<file path="src/sv/page_run_free_list_allocator_defines.svh">
// ---------------------------------------------------------------------------
// Page-run allocator assertion macros
// Concurrent checks on clock, disabled while reset is high.
// ---------------------------------------------------------------------------
`ifndef PAGE_RUN_FREE_LIST_ALLOCATOR_DEFINES_SVH
`define PAGE_RUN_FREE_LIST_ALLOCATOR_DEFINES_SVH

`ifndef SYNTHESIS
// expr must hold at every edge
`define PFA_ASSERT_HOLD(lbl, expr) \
   lbl: assert property (@(posedge clock) disable iff (reset) (expr)) \
      else $error("pfa: invariant violated");
// ante at one edge implies cons at the next
`define PFA_ASSERT_NEXT(lbl, ante, cons) \
   lbl: assert property (@(posedge clock) disable iff (reset) (ante) |=> (cons)) \
      else $error("pfa: sequence violated");
`else
`define PFA_ASSERT_HOLD(lbl, expr)
`define PFA_ASSERT_NEXT(lbl, ante, cons)
`endif

`endif

</file>
<file path="src/sv/pfa_ram.sv">
`timescale 1ns / 1ps
// ---------------------------------------------------------------------------
// Generic RAM
// One write port, one read port, registered read data.
// ---------------------------------------------------------------------------
module pfa_ram #(
   parameter int WIDTH = 8,
   parameter int DEPTH = 16
) (
   input  logic                     clock,
   input  logic                     we,
   input  logic [$clog2(DEPTH)-1:0] waddr,
   input  logic [WIDTH-1:0]         wdata,
   input  logic                     re,
   input  logic [$clog2(DEPTH)-1:0] raddr,
   output logic [WIDTH-1:0]         rdata
);

   logic [WIDTH-1:0] mem_ff [DEPTH];
   logic [WIDTH-1:0] rdata_ff;

   always_ff @(posedge clock) begin
      if (we) begin
         mem_ff[waddr] <= wdata;
      end
      if (re) begin
         rdata_ff <= mem_ff[raddr];
      end
   end

   assign rdata = rdata_ff;

endmodule

</file>
<file path="config.mk">
export PLATFORM = sky130hd
export DESIGN_NAME = pfa_ram
export DESIGN_NICKNAME = d
export VERILOG_FILES = /design/src/sv/page_run_free_list_allocator_defines.svh /design/src/sv/pfa_ram.sv
export SDC_FILE = /design/constraint.sdc
export NUM_CORES = 1
export LEC_CHECK = 0
export ABC_AREA = 0
export BUFFER_PORTS_ARGS = -buffer_cell sky130_fd_sc_hd__buf_2
export CAP_MARGIN = 15
export CORE_MARGIN = 5
export CORE_UTILIZATION = 30
export DETAILED_ROUTE_END_ITERATION = 10
export PLACE_DENSITY_LB_ADDON = 0.12
export SKIP_CTS_REPAIR_TIMING = 1
export SYNTH_ARGS = -nofsm -noshare
export SYNTH_HDL_FRONTEND = slang
export SYNTH_SLANG_ARGS = --single-unit
</file>
<file path="constraint.sdc">
create_clock -name clock -period 3.9 [get_ports clock]
set_input_delay 0.195 -clock clock [delete_from_list [all_inputs] [get_ports clock]]
set_output_delay 0.195 -clock clock [all_outputs]
set_load 0.01 [all_outputs]
</file>
Yosys cells after proc, flatten, opt, wreduce, memory -nomap -nowiden --
Memory sizes are Yosys's and may differ from the RTL's. A register that Yosys moved wholly into a read port is not among the register bits. Cells that the tools add are included.
Word-level totals: flip-flop bits (word level) 0, memory bits (writable) 128, bits of input ports 19, memories 1
Memory list:
- mem_ff | words 16, width 8, rd ports 1, clocked after Yosys merged registers in 1, write ports 1, RTL line pfa_ram.sv:19 | logic [WIDTH-1:0] mem_ff [DEPTH];
Cells by class: muxes and demuxes 2
Operator list (number):
- $mux 1 | 2

Depth between registers and ports, before layout --
word-level depth 2, depth in mapped cells 5

Least setup slack after synthesis --
No wires, ideal clock.
kind input to register, from input waddr[2], to memory mem_ff[0][0] (enable), setup time 0.383 ns, data arrival time 1.305 ns, setup slack 2.212 ns, stages 2, path buffers 0, cells stage by stage or3b_2 nor3_1
RTL lines:
- from (decl) | RTL line pfa_ram.sv:12 | input logic [$clog2(DEPTH)-1:0] waddr,
- to (decl) | RTL line pfa_ram.sv:19
Straight into the memory's write port.

==> results.rst <==
.. list-table::
   :header-rows: 1

   * - Metric
     - Value
   * - Area leader, netlist
     - sky130_fd_sc_hd__edfxtp_1
   * - Via-to-Cell Ratio
     - 4.73
   * - Peak ir drop on the vdd network
     - 0.293 mV
   * - Final wirelength
     - 11300 um
   * - Final period demand of the worst path
     - 1.66 ns
   * - Wire length of the first global-routing pass
     - 16500 um
   * - Post-detailed-route wirelength per cell
     - about 22 um
   * - RSZ-0062 raised after global routing
     - no
   * - Rel. slew slack
     - between 20% and 30%
   * - Result of the run
     - complete, no violations
   * - Final Total Pwr
     - 3.15 mW
   * - Leakage
     - 1.98 nW
   * - Worst Setup Start Kind
     - input pin
   * - Total gr overflow
     - 0
   * - R2R Setup Slk
     - 2.39 ns
   * - Clock tree from TritonCTS
     - yes
   * - Net Count, Synth
     - between 200 and 250
   * - CP Max Fanout
     - 32
   * - Final hold violation count
     - 0
   * - Final clock skew
     - 0.00508 ns
   * - Post-synthesis sequential area ratio
     - about four fifths
   * - Die Width
     - ~140 um
   * - TritonCTS sink count
     - 136
   * - Kind of critical path
     - input pin to register
   * - Master cell of the clock root buffer
     - sky130_fd_sc_hd__clkbuf_16
   * - Die height
     - approximately 140 um
   * - Number of DRC markers after the initial detailed-route iteration
     - 219
   * - Filler cell count
     - 1652
   * - Routability Congestion
     - around 0.63
   * - Clock slew seen by the registers of the worst setup and hold paths
     - 0.05 ns
   * - Pins Over Slew Limit
     - 0
   * - Upper clock frequency limit
     - slightly above 600 MHz
   * - Floorplan die area
     - 20200 um^2
   * - Final instance count without filler cells
     - between 500 and 600
   * - Required @ worst endpoint
     - about 4 ns
   * - Count of placed standard cells including taps
     - 473
   * - Transition time at the pin with the least slew margin
     - 1.13 ns
   * - Effective utilization at floorplan
     - 30.4%
   * - R2r endpoint
     - rdata[1]
   * - CP endpoint
     - rdata[1]
   * - Via count of the first global-routing pass
     - 2537
   * - Startpoint of the worst setup timing path
     - raddr[0]
   * - Max-cap check violation count
     - 0
   * - Final setup fails
     - 0
   * - Later-pin clock latency in the skew report
     - 0.41 ns
   * - Gate Count Post-Synth
     - between 200 and 250
   * - Area taken by flip-flops and latches
     - roughly 4100 um^2
   * - Ports
     - 27
   * - I/O Buffers
     - 26
   * - Average size of a mapped cell
     - 22.8 um^2
   * - Min-Delay Path Class
     - input pin to register
   * - Antenna Diode Count
     - 0
   * - Number of placement rows
     - 48
   * - Critical Path End Type
     - register
   * - Iteration count of the initial detailed-routing pass
     - 4
   * - Core Footprint
     - 17200 um^2
   * - CTS H-tree lvls
     - 4
   * - Worst-case reg-to-reg path depth
     - 3
   * - DP Wirelength
     - 6920 um
   * - Signed area change from the synthesized netlist to the final layout
     - 16.3%
   * - Fraction of final layout cells sized beyond drive strength 1
     - 27.5%
   * - Pin count of the biggest net entering global routing
     - 33
   * - Critical register-to-register path startpoint
     - mem_ff[1][1]
   * - Count of vias placed by the detailed router
     - 2390
   * - Area contributors post-synth
     - sky130_fd_sc_hd__edfxtp_1, sky130_fd_sc_hd__mux4_2, sky130_fd_sc_hd__mux4_1, sky130_fd_sc_hd__a22oi_1, sky130_fd_sc_hd__nor2_1
   * - Netlist area before placement
     - around 5200 um^2
   * - TNS Setup
     - 0 ns
   * - Residual antenna-violating net count after detailed routing
     - 0
   * - Global router's overall resource usage
     - 12.0%
   * - Arrival time at the worst endpoint
     - 1.81 ns
   * - Detailed-route DRC error count
     - 0
   * - Register bit count reported by yosys
     - 136
   * - Synth Warn #
     - 0
   * - Proportion of netlist area held by the largest area contributor
     - between 70% and 80%
   * - Final clock period utilization by the worst path
     - 42.4%
   * - CTS buffer count
     - 17
   * - Initial antenna violation count
     - 0
   * - Number of distinct library cells after synthesis
     - 18
   * - Clk buf depth
     - 2
   * - PD cells
     - 518 nW/um^2
   * - Area of the multi-input gates
     - approximately 1100 um^2
   * - Nets
     - 286
per-layer routing:
metal  GRT usage (%)  wire [um]  part of all wire [%]  vias to the layer above
li1                -          -                     -                     1053
met1            15.9       5160                    46                     1267
met2            18.5       5500                    48                       58
met3            4.00        513                   4.5                       12
met4            4.24        159                   1.4                        0
met5               0          0                     0                        -
layout make-up:
cell class	instances	share of cell area (%)
flip-flops and latches	136	67.1
multi-input cells	83	17.5
clock buffers	19	7.12
well taps	225	4.63
repair buffers	29	2.51
clock inverters	13	1.05
synth_stat cells:
cell type	count
sky130_fd_sc_hd__buf_4	1
sky130_fd_sc_hd__nand3b_1	2
sky130_fd_sc_hd__buf_6	3
sky130_fd_sc_hd__and2b_1	1
sky130_fd_sc_hd__nor2_1	13
sky130_fd_sc_hd__nand2b_1	2
sky130_fd_sc_hd__nand2_1	9
sky130_fd_sc_hd__edfxtp_1	136
sky130_fd_sc_hd__mux4_2	18
sky130_fd_sc_hd__nor3_1	4
sky130_fd_sc_hd__mux4_1	14
sky130_fd_sc_hd__a22oi_1	16
sky130_fd_sc_hd__and2_1	1
sky130_fd_sc_hd__or3b_2	1
sky130_fd_sc_hd__buf_2	3
sky130_fd_sc_hd__nand3_1	1
sky130_fd_sc_hd__nor2b_1	1
sky130_fd_sc_hd__clkdlybuf4s25_2	3
power breakdown:
| part | internal [mW] | total (mW) | switching (mW) |
|---|---|---|---|
| Clock | 0.791 | 1.35 | 0.555 |
| Combinational | 0.0576 | 0.146 | 0.0888 |
| Sequential | 1.65 | 1.66 | 0.00986 |
registers in the layout, indices dropped and copies added, names as in the netlist:
name / flops
rdata: 8
mem_ff: 128
through the flow:
step	hold WS (ns)	utilization (%)	cell area, um^2	setup slack [ns]
after floorplan	0.294	-	5230	2.21
after global placement	0.588	32.5	5590	1.69
after detailed placement	0.591	32.5	5590	1.70
after CTS	0.148	35.4	6080	2.15
after global routing	0.157	35.4	6080	2.10
final	0.169	35.4	6080	2.24
worst min-delay path by stage:
stage / endpoint / cells past startpoint / slack (ns) / from
2_1_floorplan: mem_ff[0][0] / 0 / 0.29 / wdata[0]
3_3_place_gp: mem_ff[4][5] / 1 / 0.59 / wdata[5]
3_5_place_dp: mem_ff[6][5] / 1 / 0.59 / wdata[5]
4_1_cts: mem_ff[6][5] / 1 / 0.15 / wdata[5]
5_1_grt: mem_ff[4][5] / 1 / 0.16 / wdata[5]
6_report: mem_ff[10][5] / 1 / 0.17 / wdata[5]
placed cells by master, fill, tap and decap left out, types with 3 or more instances in the layout:
cell type                   netlist  final
sky130_fd_sc_hd__edfxtp_1       136    136
sky130_fd_sc_hd__buf_2            3     26
sky130_fd_sc_hd__mux4_2          18     18
sky130_fd_sc_hd__clkbuf_16        0     17
sky130_fd_sc_hd__a22oi_1         16     16
sky130_fd_sc_hd__mux4_1          14     14
sky130_fd_sc_hd__nor2_1          13     13
sky130_fd_sc_hd__nand2_1          9      9
sky130_fd_sc_hd__clkinv_2         0      9
sky130_fd_sc_hd__clkinv_1         0      3
sky130_fd_sc_hd__buf_4            1      3
worst max-delay path, cell delays in order:
cell and delay [ns]:
sky130_fd_sc_hd__buf_2 0.07, sky130_fd_sc_hd__buf_4 0.50, sky130_fd_sc_hd__mux4_1 0.64, sky130_fd_sc_hd__a22oi_1 0.30
sky130_fd_sc_hd__nand2_1 0.08
kinds of logic after synthesis:
family | share of synthesized area [%]
muxes | 14.8
AOI/OAI and AO/OA | 2.30
and+or+nand+nor | 3.14
buffers and inverters | 1.65
DFF | 78.1
(Power assumes the default switching activity.)
