$ cat config.mk
export PLATFORM = sky130hd
export DESIGN_NAME = pfa_sat_unit
export DESIGN_NICKNAME = d
export VERILOG_FILES = /design/src/sv/page_run_free_list_allocator_defines.svh /design/src/sv/pfa_pkg.sv /design/src/sv/pfa_sat_unit.sv
export SDC_FILE = /design/constraint.sdc
export NUM_CORES = 1
export LEC_CHECK = 0
export BUFFER_PORTS_ARGS = -buffer_cell sky130_fd_sc_hd__buf_2
export CAP_MARGIN = 10
export CORE_MARGIN = 3
export CORE_UTILIZATION = 57
export DETAILED_ROUTE_END_ITERATION = 6
export PLACE_DENSITY = 0.83
export RECOVER_POWER = 100
export SETUP_SLACK_MARGIN = 0.3
export SLEW_MARGIN = 20
export SYNTH_ARGS = -nofsm -noshare
export SYNTH_HDL_FRONTEND = slang
export SYNTH_SLANG_ARGS = --single-unit
$ cat constraint.sdc
create_clock -name vclk -period 3.7
set_input_delay 0.37 -clock vclk [all_inputs]
set_output_delay 0.37 -clock vclk [all_outputs]
set_load 0.02 [all_outputs]
$ cat src/sv/page_run_free_list_allocator_defines.svh
// ---------------------------------------------------------------------------
// Page-run allocator assertion macros
// Concurrent checks on clock, disabled while reset is high.
// ---------------------------------------------------------------------------
`ifndef PAGE_RUN_FREE_LIST_ALLOCATOR_DEFINES_SVH
`define PAGE_RUN_FREE_LIST_ALLOCATOR_DEFINES_SVH

`ifndef SYNTHESIS
// expr must hold at every edge
`define PFA_ASSERT_HOLD(lbl, expr) \
   lbl: assert property (@(posedge clock) disable iff (reset) (expr)) \
      else $error("pfa: invariant violated");
// ante at one edge implies cons at the next
`define PFA_ASSERT_NEXT(lbl, ante, cons) \
   lbl: assert property (@(posedge clock) disable iff (reset) (ante) |=> (cons)) \
      else $error("pfa: sequence violated");
`else
`define PFA_ASSERT_HOLD(lbl, expr)
`define PFA_ASSERT_NEXT(lbl, ante, cons)
`endif

`endif

$ cat src/sv/pfa_pkg.sv
`timescale 1ns / 1ps
// ---------------------------------------------------------------------------
// Page-run allocator package
// Item types, action codes, sequencer states and counter constants.
// ---------------------------------------------------------------------------
package pfa_pkg;

   localparam int PAGE_FRAMES_DEF = 65536;
   localparam int COUNT_W         = 17;
   localparam logic [COUNT_W-1:0] COUNT_MAX = 17'h1FFFF;

   localparam logic [2:0] ACT_ADD         = 3'd0;
   localparam logic [2:0] ACT_ALLOC       = 3'd1;
   localparam logic [2:0] ACT_ALLOC_CHECK = 3'd2;
   localparam logic [2:0] ACT_FREE        = 3'd3;
   localparam logic [2:0] ACT_FREE_CREDIT = 3'd4;
   localparam logic [2:0] ACT_RESERVE     = 3'd5;
   localparam logic [2:0] ACT_UNRESERVE   = 3'd6;

   typedef enum logic [1:0] {
      ST_IDLE,
      ST_APPLY,
      ST_COUNT,
      ST_DONE
   } state_type;

   typedef enum logic [1:0] {
      SEL_TOTAL,
      SEL_AVAIL,
      SEL_FREE
   } cnt_sel_type;

   typedef enum logic [1:0] {
      CNT_NONE,
      CNT_ADD,
      CNT_SUB
   } cnt_op_type;

   typedef struct packed {
      logic [2:0]         action;
      logic [15:0]        page_number;
      logic [COUNT_W-1:0] page_count;
   } req_type;

   typedef struct packed {
      logic [15:0]        granted_page;
      logic               ok;
      logic [COUNT_W-1:0] free_pages_now;
      logic [COUNT_W-1:0] avail_pages_now;
      logic [COUNT_W-1:0] total_pages_now;
   } rsp_type;

endpackage

$ cat src/sv/pfa_sat_unit.sv
`timescale 1ns / 1ps
// ---------------------------------------------------------------------------
// Saturating counter unit
// Shared add / subtract for the page counters; a subtract that would go
// below zero is refused and leaves the counter as it is.
// ---------------------------------------------------------------------------
module pfa_sat_unit #(
   parameter int DELTA_W = 17
) (
   input  pfa_pkg::cnt_op_type           op,
   input  logic [pfa_pkg::COUNT_W-1:0]   base,
   input  logic [DELTA_W-1:0]            delta,
   output logic [pfa_pkg::COUNT_W-1:0]   result,
   output logic                          refused
);

   logic [DELTA_W:0] base_wide;
   logic [DELTA_W:0] delta_wide;
   logic [DELTA_W:0] sum_wide;
   logic [DELTA_W:0] diff_wide;

   assign base_wide  = (DELTA_W+1)'(base);
   assign delta_wide = (DELTA_W+1)'(delta);
   assign sum_wide   = base_wide + delta_wide;
   assign diff_wide  = base_wide - delta_wide;

   always_comb begin
      result  = base;
      refused = 1'b0;
      unique case (op)
         pfa_pkg::CNT_ADD: begin
            if (sum_wide > (DELTA_W+1)'(pfa_pkg::COUNT_MAX)) begin
               result = pfa_pkg::COUNT_MAX;
            end else begin
               result = pfa_pkg::COUNT_W'(sum_wide);
            end
         end
         pfa_pkg::CNT_SUB: begin
            // a decrement by one at zero lands here too, which is the floor
            if (delta_wide > base_wide) begin
               refused = 1'b1;
            end else begin
               result = pfa_pkg::COUNT_W'(diff_wide);
            end
         end
         default: begin
            result = base;
         end
      endcase
   end

endmodule

=== Word-level counts from Yosys, hierarchy flattened ===
Cells that the tools add are included.

* Add/subtract/negate cells: 2
* Order comparisons: 2
* Eq/ne operators: 2
* Multiplexer cells: 5

{| class="wikitable"
|+ Operator list
! kind !! number
|-
| two-way mux 17 bit || 2
|-
| case mux 17 bit (2 select lines) || 1
|-
| adder 17 x 17 -> 18 bit || 1
|-
| greater-than comparator 18 x 17 -> 1 bit, second input constant || 1
|-
| greater-than comparator 17 bit || 1
|-
| subtractor 17 bit || 1
|-
| == test 2 x 1 -> 1 bit, second input constant || 1
|-
| == test 2 bit, second input constant || 1
|-
| two-way mux 1 bit || 2
|}

* Register bits after elaboration: 0
* Bits of input ports: 36
* Output and inout bits: 18

=== Logic depth before layout (Yosys ltp) ===
* Depth after elaboration: 4
* Mapped depth: 13
* Depth with buffers taken out: 12

=== Worst setup path before layout ===
No wires, ideal clock.

* Path kind: input to output
* Start point: input port base[0] in the netlist's numbering
* End point: output port result[16] in the netlist's numbering
* Arrival time: 2.648 ns
* Path slack: 0.682 ns
* Stages on the path: 12
* Cells stage by stage: inv_1 > ha_1 > inv_1 > fa_1 > a21o_1 > a2111oi_4 > o21bai_1 > a211o_1 > nor3_1 > o21bai_1 > xnor2_1 > o221ai_1

* Cells in the longest elaborated chain, start to end: 4
* Elaborated cells on any way between the ends: 7
* Classes of those cells: 2 x add/sub; 2 x order compare; 3 x mux

{| class="wikitable"
|+ Ends and longest elaborated chain
! what !! RTL line !! text
|-
| start, declared || pfa_sat_unit.sv:11 || <nowiki>input logic [pfa_pkg::COUNT_W-1:0] base,</nowiki>
|-
| adder 17 x 17 -> 18 bit || pfa_sat_unit.sv:24 || <nowiki>assign sum_wide = base_wide + delta_wide;</nowiki>
|-
| greater-than comparator 18 x 17 -> 1 bit || pfa_sat_unit.sv:32 || <nowiki>if (sum_wide > (DELTA_W+1)'(pfa_pkg::COUNT_MAX)) begin</nowiki>
|-
| two-way mux 17 bit || pfa_sat_unit.sv:32 ||
|-
| case mux 17 bit (2 select lines) * || pfa_sat_unit.sv:30 || <nowiki>unique case (op)</nowiki>
|-
| end, declared || pfa_sat_unit.sv:13 || <nowiki>output logic [pfa_pkg::COUNT_W-1:0] result,</nowiki>
|}

Mark *: on every way between the ends. The rest lies on a longest branch, timed or not.

=== Worst setup path after layout ===
* Start point: input port base[0] in the netlist's numbering
* End point: output port result[12] in the netlist's numbering

Same word-level chain as after synthesis.

==> impl_metrics.ini <==
[critical_path]
critical_path_class = primary input to output pin
arrival_ps = 3120
worstPathRequired_ps = 3330
crit_path_top_delay_cell = a2111oi_2
worst_setup_path_end_kind = output pin
crit_fanout = 3
critPathLaunchType = primary input
crit_chain = buf_2 > inv_1 > ha_1 > inv_1 > fa_2 > a21o_1 > a2111oi_2 > o21bai_4 > a41oi_2 > o21ai_1 > a21o_1 > a221o_2 > clkbuf_1
cp.depth = 13
crit_start = base[0]
cp-endpoint = result[12]
path_delay_family = compound AO/OA/AOI/OAI gates
path_buf_inv = 4
max_stage_delay_ps = 560

[sta]
finalCritPeriodShare_pct = 94.24
relSlewSlack_pct = 44.71
rsz0062_at_grt = yes
fmax_mhz = 286.8
setup_violations = 0
whs_ps = 1109
period_needed_ps = 3487
worst-slew-pin-transition_ps = 829.4
hold_viol_final = 0
fin_setup_tns_ps = 0
drv_slew = 0

[die]
dieArea_um2 = 4587
die_w_um = 67.73
start_util_pct = 62.16
ios = 54
die_h_um = 67.73
coreArea_um2 = 3495
placementRows = 21

[power]
ir_worst_vdd_v = 0.00009081
leakagePower_nw = 1.182
clockPowerShare_pct = 0
power.density_nw_per_um2 = 187.1
internal_power_uw = 186.7
seq_power_share_pct = 0
p_sw_uw = 271.4
power_frac_comb_pct = 100.0
switching_share_pct = 59.25
total_power_uw = 458.1

[yosys]
avgSynthCellArea_um2 = 7.122
netlist_area_um2 = 2172
syn_inst = 305
yosys_warnings = 0
synthDistinctLibCells = 62
seq_area_frac_synth_pct = 0
yosys.area.top_type_share_pct = 20.74
synth_area_leaders = ha_1 (21%), a21oi_1 (7.4%), inv_1 (6.0%)
synth_nets = 379
yosysTopAreaCell = ha_1

[route]
drtIter0Drc = 175
remaining_drc_errors = 0
ant_nets = 0
wl_per_cell_um = 15.62
via_count = 2429
routed_wl_um = 6171
firstDrtPassIters = 5
routed_via_density = 6.149

[layout]
fin_nets = 425
layout-drive-gt1-share_pct = 24.07
layout_commonest_cell = buf_2
areaGrowthSynthToFinish_pct = 12.73
clkbuf_count = 0
diodes = 0
seq_area_um2 = 0
fillerInstances = 344
final_cell_mix = buf_2 (44), inv_1 (35), ha_1 (35)
fin_cells = 395
final_util_pct = 70.07
n_sequential_cell = 0

[run_status]
status = finished clean

[placed_design]
post-dp-hpwl_um = 4840
portBuffers = 54
placedCellCount = 394
gp_congestion = 0.9484

[clock_tree]
cts-hold-fix-buffers = 0

[global_route]
grt.total_usage_pct = 26.29
grt_max_degree = 18
antenna_found_initial = 0
grt_pass1_vias = 2242
grt_pass1_wl_um = 9715
overflow = 0

[job]
maxCapViolations = 0

[min_path]
hold_class = primary input to output pin
[worst min-delay path by stage]
stage	slack [ps]	from	end	cells past startpoint
after detailed placement	1120	base[0]	result[0]	4
after global routing	1140	base[0]	result[0]	4
final	1110	base[16]	result[16]	4
after CTS	1120	base[0]	result[0]	4
after global placement	1110	base[13]	result[13]	4
after floorplan	920	base[1]	result[1]	1
[through the flow]
| step | area [um^2] | worst slack, ps |
|---|---|---|
| CTS | 2439 | 323.1 |
| floorplan | 2172 | 681.7 |
| finish | 2449 | 213.3 |
| global placement | 2435 | 334.6 |
| detailed placement | 2435 | 289.4 |
| global route | 2449 | 97.84 |
[layout make-up]
cell class                 count  area, um^2  area share (%)
timing repair buffer          61       314.1           12.83
inverter                      35       131.4           5.365
multi-input combinational    253        1946           79.46
tap                           46       57.56           2.351
[kinds of logic after synthesis]
family                   Yosys count  synth area share [%]
XOR/XNOR                          13                 5.242
AO/OA/AOI/OAI                    124                 42.68
AND/OR/NAND/NOR                   78                 18.38
buffers and inverters             52                 11.12
adder cells (fa/ha/maj)           38                 22.58
[Yosys cell counts, types with 6 or more instances]
| library cell | n |
|---|---|
| a21oi_1 | 32 |
| o21ai_0 | 16 |
| nor2b_1 | 6 |
| ha_1 | 36 |
| a221o_2 | 6 |
| buf_2 | 6 |
| nor2_1 | 23 |
| xnor2_1 | 11 |
| a21o_1 | 7 |
| inv_1 | 35 |
| nand2b_1 | 11 |
| nand3_1 | 6 |
| o21bai_1 | 6 |
| nand2_1 | 11 |
[worst min-delay path, cell delays in order]
cell      delay (ps)
buf_2            100
nand2_1           50
o221ai_1          70
buf_4            150
[per-layer routing]
metal  track usage (%)  vias up  part of all wire [%]
met3             1.664       10                   7.6
met1             31.90     1120                    40
met2             50.91      104                    51
met5                 0        -                     0
met4             3.291        0                   1.1
li1                  -     1195                     -
[power by group through the flow]
| stage | clock [mW] | combinational, mW | sequential, mW |
|---|---|---|---|
| floorplan | 0 | 0.338 | 0 |
| global placement | 0 | 0.443 | 0 |
| detailed placement | 0 | 0.447 | 0 |
| CTS | 0 | 0.450 | 0 |
| global route | 0 | 0.500 | 0 |
| finish | 0 | 0.458 | 0 |
[what timing repair did]
| item | 4_1_cts | 5_1_grt |
|---|---|---|
| resized for setup | 1 | 11 |
| pin swaps | 0 | 1 |
| setup endpoints to repair | 2 | 17 |
| setup buffers | 0 | 1 |
(Power assumes the default switching activity.)
